$ cat src/rtl/lfu_pkg.sv
// shared types and constants for the lfu/lru page replacement block
// no dependencies; imported by lfu_table and lfu_lru_page_replacement
`timescale 1ns / 1ps
`default_nettype none

package lfu_pkg;

   localparam int MAX_FRAMES = 16;
   localparam int SLOT_W     = $clog2(MAX_FRAMES);
   localparam int FILL_W     = $clog2(MAX_FRAMES + 1);
   localparam int PAGE_W     = 20;
   localparam int CNT_W      = 32;
   localparam int CSR_W      = 5;

   localparam logic [CSR_W-1:0] FRAMES_RESET = CSR_W'(16);

   typedef struct packed {
      logic              valid;
      logic [PAGE_W-1:0] page;
      logic [CNT_W-1:0]  count;
      logic [CNT_W-1:0]  stamp;
   } lfu_entry_type;

   typedef struct packed {
      logic              en;
      logic [SLOT_W-1:0] addr;
      logic [PAGE_W-1:0] page;
      logic [CNT_W-1:0]  count;
      logic [CNT_W-1:0]  stamp;
   } lfu_write_type;

   function automatic logic [CNT_W-1:0] sat_inc(input logic [CNT_W-1:0] v);
      sat_inc = (v == '1) ? v : v + CNT_W'(1);
   endfunction

endpackage

`default_nettype wire

$ cat src/rtl/lfu_table.sv
// resident page table: page, use count and last-use stamp per slot, plus valid bits
// one write port and one registered read port; uses lfu_pkg
`timescale 1ns / 1ps
`default_nettype none

module lfu_table import lfu_pkg::*; (
   input  wire logic          clock,
   input  wire logic          reset,
   input  wire logic [SLOT_W-1:0] rd_addr,
   output lfu_entry_type      rd_data,
   input  wire lfu_write_type wr
);

   logic [PAGE_W-1:0]     page_mem  [MAX_FRAMES];
   logic [CNT_W-1:0]      count_mem [MAX_FRAMES];
   logic [CNT_W-1:0]      stamp_mem [MAX_FRAMES];
   logic [MAX_FRAMES-1:0] valid_ff;
   logic                  rd_valid_ff;
   logic [PAGE_W-1:0]     rd_page_ff;
   logic [CNT_W-1:0]      rd_count_ff;
   logic [CNT_W-1:0]      rd_stamp_ff;

   always_ff @(posedge clock) begin
      if (reset) begin
         valid_ff    <= '0;
         rd_valid_ff <= 1'b0;
      end else begin
         if (wr.en) begin
            valid_ff[wr.addr] <= 1'b1;
         end
         rd_valid_ff <= valid_ff[rd_addr];
      end
   end

   always_ff @(posedge clock) begin
      if (wr.en) begin
         page_mem[wr.addr]  <= wr.page;
         count_mem[wr.addr] <= wr.count;
         stamp_mem[wr.addr] <= wr.stamp;
      end
      rd_page_ff  <= page_mem[rd_addr];
      rd_count_ff <= count_mem[rd_addr];
      rd_stamp_ff <= stamp_mem[rd_addr];
   end

   always_comb begin
      rd_data.valid = rd_valid_ff;
      rd_data.page  = rd_page_ff;
      rd_data.count = rd_count_ff;
      rd_data.stamp = rd_stamp_ff;
   end

endmodule

`default_nettype wire

$ cat src/rtl/lfu_lru_page_replacement.sv
// top level: lfu page replacement with lru tie-break, scan sequencer and counters
// depends on lfu_pkg and lfu_table
`timescale 1ns / 1ps
`default_nettype none

// usage
// - a request is taken on a rising edge with start high and busy low; its page
//   number is on req_page_number
// - the block then walks all MAX_FRAMES table slots, one slot per cycle through
//   the table's single registered read port and one shared key comparator,
//   looking for a hit and tracking the lowest {use count, last-use stamp}
// - the update state then writes the table and the counters; rsp_valid is then high
//   for exactly one cycle with hit, slot, evicted page and running totals
// - busy falls in the same cycle that rsp_valid rises, so the next request is
//   taken at the edge that ends that cycle; no new request is taken while
//   one is still in progress
// - the receiver cannot stall; each response must be captured in its cycle
// - csr_we writes the frame limit (reset 16) and is meant for idle periods only
// - reset (synchronous) clears valid bits, counters, the reference number and
//   the fill count; no clearing pass is needed

module lfu_lru_page_replacement import lfu_pkg::*; (
   input  wire logic              clock,
   input  wire logic              reset,
   input  wire logic              start,
   output logic                   busy,
   input  wire logic [PAGE_W-1:0] req_page_number,
   input  wire logic              csr_we,
   input  wire logic [CSR_W-1:0]  csr_wdata,
   output logic                   rsp_valid,
   output logic                   rsp_hit,
   output logic [SLOT_W-1:0]      rsp_slot,
   output logic                   rsp_evicted_valid,
   output logic [PAGE_W-1:0]      rsp_evicted_page,
   output logic [CNT_W-1:0]       rsp_hit_total,
   output logic [CNT_W-1:0]       rsp_miss_total
);

   typedef enum logic [1:0] {ST_IDLE, ST_SCAN, ST_UPDATE} state_type;

   state_type         state_ff, state_in;
   logic [FILL_W-1:0] idx_ff, idx_in;
   logic [PAGE_W-1:0] page_ff, page_in;
   logic              found_ff, found_in;
   logic [SLOT_W-1:0] found_slot_ff, found_slot_in;
   logic [CNT_W-1:0]  found_cnt_ff, found_cnt_in;
   logic              have_ff, have_in;
   logic [SLOT_W-1:0] best_slot_ff, best_slot_in;
   logic [CNT_W-1:0]  best_cnt_ff, best_cnt_in;
   logic [CNT_W-1:0]  best_time_ff, best_time_in;
   logic [PAGE_W-1:0] best_page_ff, best_page_in;
   logic [CNT_W-1:0]  ref_ff, ref_in;
   logic [FILL_W-1:0] filled_ff, filled_in;
   logic [CNT_W-1:0]  hit_ff, hit_in;
   logic [CNT_W-1:0]  miss_ff, miss_in;
   logic [CSR_W-1:0]  frames_ff, frames_in;
   logic              rsp_valid_ff, rsp_valid_in;
   logic              rsp_hit_ff, rsp_hit_in;
   logic [SLOT_W-1:0] rsp_slot_ff, rsp_slot_in;
   logic              rsp_ev_ff, rsp_ev_in;
   logic [PAGE_W-1:0] rsp_ev_page_ff, rsp_ev_page_in;

   lfu_entry_type     rd;
   lfu_write_type     wr;
   logic [SLOT_W-1:0] eval_slot;
   logic              key_lt;
   logic [FILL_W-1:0] limit;

   lfu_table u_table (
      .clock   (clock),
      .reset   (reset),
      .rd_addr (idx_ff[SLOT_W-1:0]),
      .rd_data (rd),
      .wr      (wr)
   );

   // a limit of zero acts as one, above the table size acts as the table size
   always_comb begin
      if (frames_ff == '0) begin
         limit = FILL_W'(1);
      end else if (32'(frames_ff) > 32'(MAX_FRAMES)) begin
         limit = FILL_W'(MAX_FRAMES);
      end else begin
         limit = FILL_W'(frames_ff);
      end
   end

   // read data is registered, so it belongs to the address of the previous cycle
   assign eval_slot = SLOT_W'(idx_ff - FILL_W'(1));
   // shared comparator: lower count first, then older stamp
   assign key_lt    = {rd.count, rd.stamp} < {best_cnt_ff, best_time_ff};

   always_comb begin
      state_in       = state_ff;
      idx_in         = idx_ff;
      page_in        = page_ff;
      found_in       = found_ff;
      found_slot_in  = found_slot_ff;
      found_cnt_in   = found_cnt_ff;
      have_in        = have_ff;
      best_slot_in   = best_slot_ff;
      best_cnt_in    = best_cnt_ff;
      best_time_in   = best_time_ff;
      best_page_in   = best_page_ff;
      ref_in         = ref_ff;
      filled_in      = filled_ff;
      hit_in         = hit_ff;
      miss_in        = miss_ff;
      frames_in      = csr_we ? csr_wdata : frames_ff;
      rsp_valid_in   = 1'b0;
      rsp_hit_in     = rsp_hit_ff;
      rsp_slot_in    = rsp_slot_ff;
      rsp_ev_in      = rsp_ev_ff;
      rsp_ev_page_in = rsp_ev_page_ff;
      wr.en          = 1'b0;
      wr.addr        = '0;
      wr.page        = page_ff;
      wr.count       = '0;
      wr.stamp       = ref_ff;

      unique case (state_ff)
         ST_IDLE: begin
            if (start) begin
               page_in      = req_page_number;
               idx_in       = '0;
               found_in     = 1'b0;
               have_in      = 1'b0;
               best_slot_in = '0;
               state_in     = ST_SCAN;
            end
         end
         ST_SCAN: begin
            idx_in = idx_ff + FILL_W'(1);
            if (idx_ff != '0) begin
               if (rd.valid && !found_ff && rd.page == page_ff) begin
                  found_in      = 1'b1;
                  found_slot_in = eval_slot;
                  found_cnt_in  = rd.count;
               end
               if (rd.valid && (!have_ff || key_lt)) begin
                  have_in      = 1'b1;
                  best_slot_in = eval_slot;
                  best_cnt_in  = rd.count;
                  best_time_in = rd.stamp;
                  best_page_in = rd.page;
               end
            end
            if (idx_ff == FILL_W'(MAX_FRAMES)) begin
               state_in = ST_UPDATE;
            end
         end
         ST_UPDATE: begin
            wr.en        = 1'b1;
            ref_in       = sat_inc(ref_ff);
            rsp_valid_in = 1'b1;
            rsp_hit_in   = found_ff;
            rsp_ev_in    = 1'b0;
            rsp_ev_page_in = '0;
            if (found_ff) begin
               wr.addr  = found_slot_ff;
               wr.count = sat_inc(found_cnt_ff);
               hit_in   = sat_inc(hit_ff);
            end else begin
               miss_in = sat_inc(miss_ff);
               if (filled_ff < limit) begin
                  wr.addr   = filled_ff[SLOT_W-1:0];
                  filled_in = filled_ff + FILL_W'(1);
               end else begin
                  wr.addr        = best_slot_ff;
                  rsp_ev_in      = have_ff;
                  rsp_ev_page_in = have_ff ? best_page_ff : '0;
               end
            end
            rsp_slot_in = wr.addr;
            state_in    = ST_IDLE;
         end
         default: begin
            state_in = ST_IDLE;
         end
      endcase
   end

   always_ff @(posedge clock) begin
      if (reset) begin
         state_ff     <= ST_IDLE;
         idx_ff       <= '0;
         found_ff     <= 1'b0;
         have_ff      <= 1'b0;
         ref_ff       <= '0;
         filled_ff    <= '0;
         hit_ff       <= '0;
         miss_ff      <= '0;
         frames_ff    <= FRAMES_RESET;
         rsp_valid_ff <= 1'b0;
      end else begin
         state_ff     <= state_in;
         idx_ff       <= idx_in;
         found_ff     <= found_in;
         have_ff      <= have_in;
         ref_ff       <= ref_in;
         filled_ff    <= filled_in;
         hit_ff       <= hit_in;
         miss_ff      <= miss_in;
         frames_ff    <= frames_in;
         rsp_valid_ff <= rsp_valid_in;
      end
      page_ff        <= page_in;
      found_slot_ff  <= found_slot_in;
      found_cnt_ff   <= found_cnt_in;
      best_slot_ff   <= best_slot_in;
      best_cnt_ff    <= best_cnt_in;
      best_time_ff   <= best_time_in;
      best_page_ff   <= best_page_in;
      rsp_hit_ff     <= rsp_hit_in;
      rsp_slot_ff    <= rsp_slot_in;
      rsp_ev_ff      <= rsp_ev_in;
      rsp_ev_page_ff <= rsp_ev_page_in;
   end

   assign busy              = (state_ff != ST_IDLE);
   assign rsp_valid         = rsp_valid_ff;
   assign rsp_hit           = rsp_hit_ff;
   assign rsp_slot          = rsp_slot_ff;
   assign rsp_evicted_valid = rsp_ev_ff;
   assign rsp_evicted_page  = rsp_ev_page_ff;
   assign rsp_hit_total     = hit_ff;
   assign rsp_miss_total    = miss_ff;

   a_rsp_after_update: assert property (@(posedge clock) disable iff (reset)
      rsp_valid |-> $past(state_ff == ST_UPDATE))
      else $error("response without update cycle");

   a_evict_only_on_miss: assert property (@(posedge clock) disable iff (reset)
      (rsp_valid && rsp_evicted_valid) |-> !rsp_hit)
      else $error("eviction reported on a hit");

   a_fill_bounded: assert property (@(posedge clock) disable iff (reset)
      32'(filled_ff) <= 32'(MAX_FRAMES))
      else $error("fill count beyond table size");

   a_busy_drop_gives_rsp: assert property (@(posedge clock) disable iff (reset)
      ($fell(busy) && !$past(reset)) |-> rsp_valid)
      else $error("busy dropped without a response");

   a_scan_bounded: assert property (@(posedge clock) disable iff (reset)
      (state_ff == ST_SCAN) |-> (32'(idx_ff) <= 32'(MAX_FRAMES)))
      else $error("scan index overrun");

endmodule

`default_nettype wire
$ cat config.mk
export PLATFORM = sky130hd
export DESIGN_NAME = lfu_lru_page_replacement
export DESIGN_NICKNAME = d
export VERILOG_FILES = /design/src/rtl/lfu_pkg.sv /design/src/rtl/lfu_table.sv /design/src/rtl/lfu_lru_page_replacement.sv
export SDC_FILE = /design/constraint.sdc
export NUM_CORES = 2
export LEC_CHECK = 0
export ABC_AREA = 1
export ABC_CLOCK_PERIOD_IN_PS = 7500
export BUFFER_PORTS_ARGS = -buffer_cell sky130_fd_sc_hd__clkbuf_2
export CAP_MARGIN = 0
export CORE_MARGIN = 3
export CORE_UTILIZATION = 56
export CTS_CLUSTER_DIAMETER = 100
export DETAILED_ROUTE_END_ITERATION = 12
export PLACE_DENSITY_LB_ADDON = 0.3
export SLEW_MARGIN = 20
export SYNTH_ARGS = -nofsm -noshare
export SYNTH_HDL_FRONTEND = slang
export SYNTH_SLANG_ARGS = --single-unit
$ cat constraint.sdc
create_clock -name clock -period 7.5 [get_ports clock]
set_clock_uncertainty 0.05 [all_clocks]
set_input_delay 1.125 -clock clock [delete_from_list [all_inputs] [get_ports clock]]
set_output_delay 1.125 -clock clock [all_outputs]
set_load 0.01 [all_outputs]
==> metrics.cfg <==
[power_and_ir_drop]
p_per_area_mw_per_mm2=256.2
p_leak_nw=25.19
ir_drop_v=0.0002293

[logic_synthesis]
synth_common_cells=1,514 x edfxtp_1, 886 x nor2_1, 747 x o21ai_0
async_reset_ff_frac=0
yosysTopAreaCell=edfxtp_1
synth.cell_area_mm2=0.06881
synth_nets=5737
synth_edf_count=1514
synthCells=5633
synthTopCellsByArea=edfxtp_1 66%, dfxtp_1 6.3%, o21ai_0 5.4%
ys_ff_latch=1731
yosys.area.top_type_share=0.6607
synth_most_common_cell=edfxtp_1
seq_area_frac_synth=0.7238
ys_types=47
ys_warn_count=0
postSynthAreaPerCell_um2=12.22
synthFlopType=edfxtp_1

[floorplanning]
die_w_um=356.5
die-area_mm2=0.1271
core_area_mm2=0.1209
initial_utilization=0.5691
ios=121
rows=127
die_y_um=356.5

[layout]
drive_gt1_frac=0.08121
syn_to_final_growth_pct=10.72
top_regs=u_table.count_mem x512, u_table.stamp_mem x512, u_table.page_mem x320
nets=5770

[clock_network]
hold_buffers=0
ctsResizeCount=0
clock-sinks=1731
postCtsSetupBuffers=0
worstSkewPairLatency_ns=0.77
cts_tree=yes
cts.root.buffer_cell=clkbuf_16
cts.reportedPaths.clkPinSlew_ns=0.06
clockBufferDepth=3
htreeDepth=4
numCtsBuffers=169

[sta]
hold_viol_final=0
rsz0062_at_grt=false
setup_viol=0
final_max_slew_viol_count=0
max_freq_mhz=226.7
tightest_slew_ns=1.112
hold_slack_ns=0.3784
maxSlewHeadroom=0.2571
finalCriticalPeriod_ns=4.410
min_period_over_period=0.5881
tns_ns=0

[flow_run]
maxCapViolations=0

[worst_setup_path]
cp-start-kind=register
cp_top_family=buffers and inverters
slowest_stage=dfxtp_4
crit_chain=buf_4 -> buf_4 -> buf_4 -> o21ai_0 -> o22ai_1 -> nand2_1 -> nand3_1
worstPathArrival_ns=5.04
reg2reg_from=idx_ff[0]$_SDFFE_PP0P_
path_max_fanout=93
crit_path_frequent_cell=buf_4
crit_start=idx_ff[0]$_SDFFE_PP0P_
max_stage_delay_ns=0.93
critPathBufInv=3
path_class=reg2reg
end_kind=register
required_ns=8.13

[placed_design]
dp_hpwl_um=91780
globalplace.congestion=0.8723
port_buffers=120

[detailed_routing]
routed_wl_um=171400
viasPerCell=6.119
via_count=45443
post-route-drc-count=0
initialDrtViolationCount=5565
wl_per_cell_um=23.08
first_pass_iters=6
postRouteAntennaNets=0

[global_routing]
grt_pass1_wl_um=260400
grt_pass1_vias=43535
grt_max_degree=230
grt_usage=0.2663
grt_antenna_before_repair=4
grt_overflow=0

[status]
outcome=complete, no violations

[min_path]
holdCritPathClass=reg2reg
hold_start=u_table.rd_stamp_ff[0]$_DFF_P_

[metal layers]
layer	track usage	part of all wire	vias to the layer above
met4	0.07730	0.025	4
li1	-	-	20480
met2	0.4258	0.48	2219
met5	0	0.00017	-
met1	0.3825	0.41	22405
met3	0.04100	0.089	335
[worst paths after layout]
| path | end | slack, ns | cells past startpoint |
|---|---|---|---|
| max | u_table.rd_count_ff[12]$_DFF_P_ | 3.09 | 7 |
| min | best_time_ff[0]$_DFFE_PP_ | 0.38 | 0 |
| max reg2reg | u_table.rd_count_ff[12]$_DFF_P_ | 3.09 | 7 |
| min reg2reg | best_time_ff[0]$_DFFE_PP_ | 0.38 | 0 |
[cell type report]
type / count / area, um2
Inverter: 294 / 1197
Timing Repair Buffer: 168 / 1012
Multi-Input combinational cell: 3302 / 16690
Antenna cell: 2 / 5.005
Sequential cell: 1731 / 49820
Tap cell: 1612 / 2017
Clock inverter: 82 / 660.6
Fill cell: 8870 / 44740
Clock buffer: 235 / 4790
[where the power goes]
part | internal [mW] | total, mW | switching [mW]
Combinational | 0.211 | 0.706 | 0.496
Sequential | 10.4 | 10.5 | 0.0895
Clock | 4.77 | 8.29 | 3.52
[kinds of logic (layout without fill, tap and decap cells)]
group                      count (synthesis)  in the layout  share of synthesized area
AOI/OAI and AO/OA                       1281           1281                     0.1063
xor gates and xnor gates                  86             86                    0.01095
adders and majority gates                 75             75                    0.01364
buffers and inverters                    600            779                    0.03435
DFF                                     1731           1731                     0.7238
other                                      0              2                          0
and+or+nand+nor                         1860           1860                     0.1110
[layout by cell type (no fill, tap or decap), types with 6 or more instances in the layout]
cell / instances
a21oi_1: 139
dfxtp_1: 214
clkbuf_16: 176
nor3_1: 74
bufinv_16: 9
inv_1: 266
clkbuf_2: 119
nor2_1: 882
edfxtp_1: 1514
nor3b_1: 8
o21ai_0: 747
clkbuf_8: 16
inv_6: 18
or2_2: 7
nand4_1: 36
ha_1: 75
xor2_1: 67
buf_4: 45
clkbuf_1: 42
nor2_2: 6
o22ai_1: 203
clkinv_2: 34
inv_2: 6
clkinv_1: 31
nor4_1: 30
o221ai_1: 138
nand2_1: 592
xnor2_1: 19
o211ai_1: 32
nand3_1: 204
[through the flow]
stage | instances | total power, mW | util | worst slack (ns) | instance area [um2]
after floorplan | 5633 | 11.18 | - | 1.860 | 68820
after global placement | 7106 | 11.40 | 0.5846 | 3.326 | 70690
after detailed placement | 7107 | 11.42 | 0.5848 | 3.248 | 70720
after CTS | 7424 | 19.59 | 0.6299 | 3.172 | 76170
after global routing | 7424 | 20.08 | 0.6300 | 2.845 | 76180
final | 7426 | 19.52 | 0.6301 | 3.090 | 76190
[worst reg2reg max path, stage by stage (launching register included)]
cell,delay (ns)
dfxtp_4,0.93
buf_4,0.78
buf_4,0.89
buf_4,0.85
o21ai_0,0.25
o22ai_1,0.25
nand2_1,0.11
nand3_1,0.22
Power figures use the tool's default switching activity.
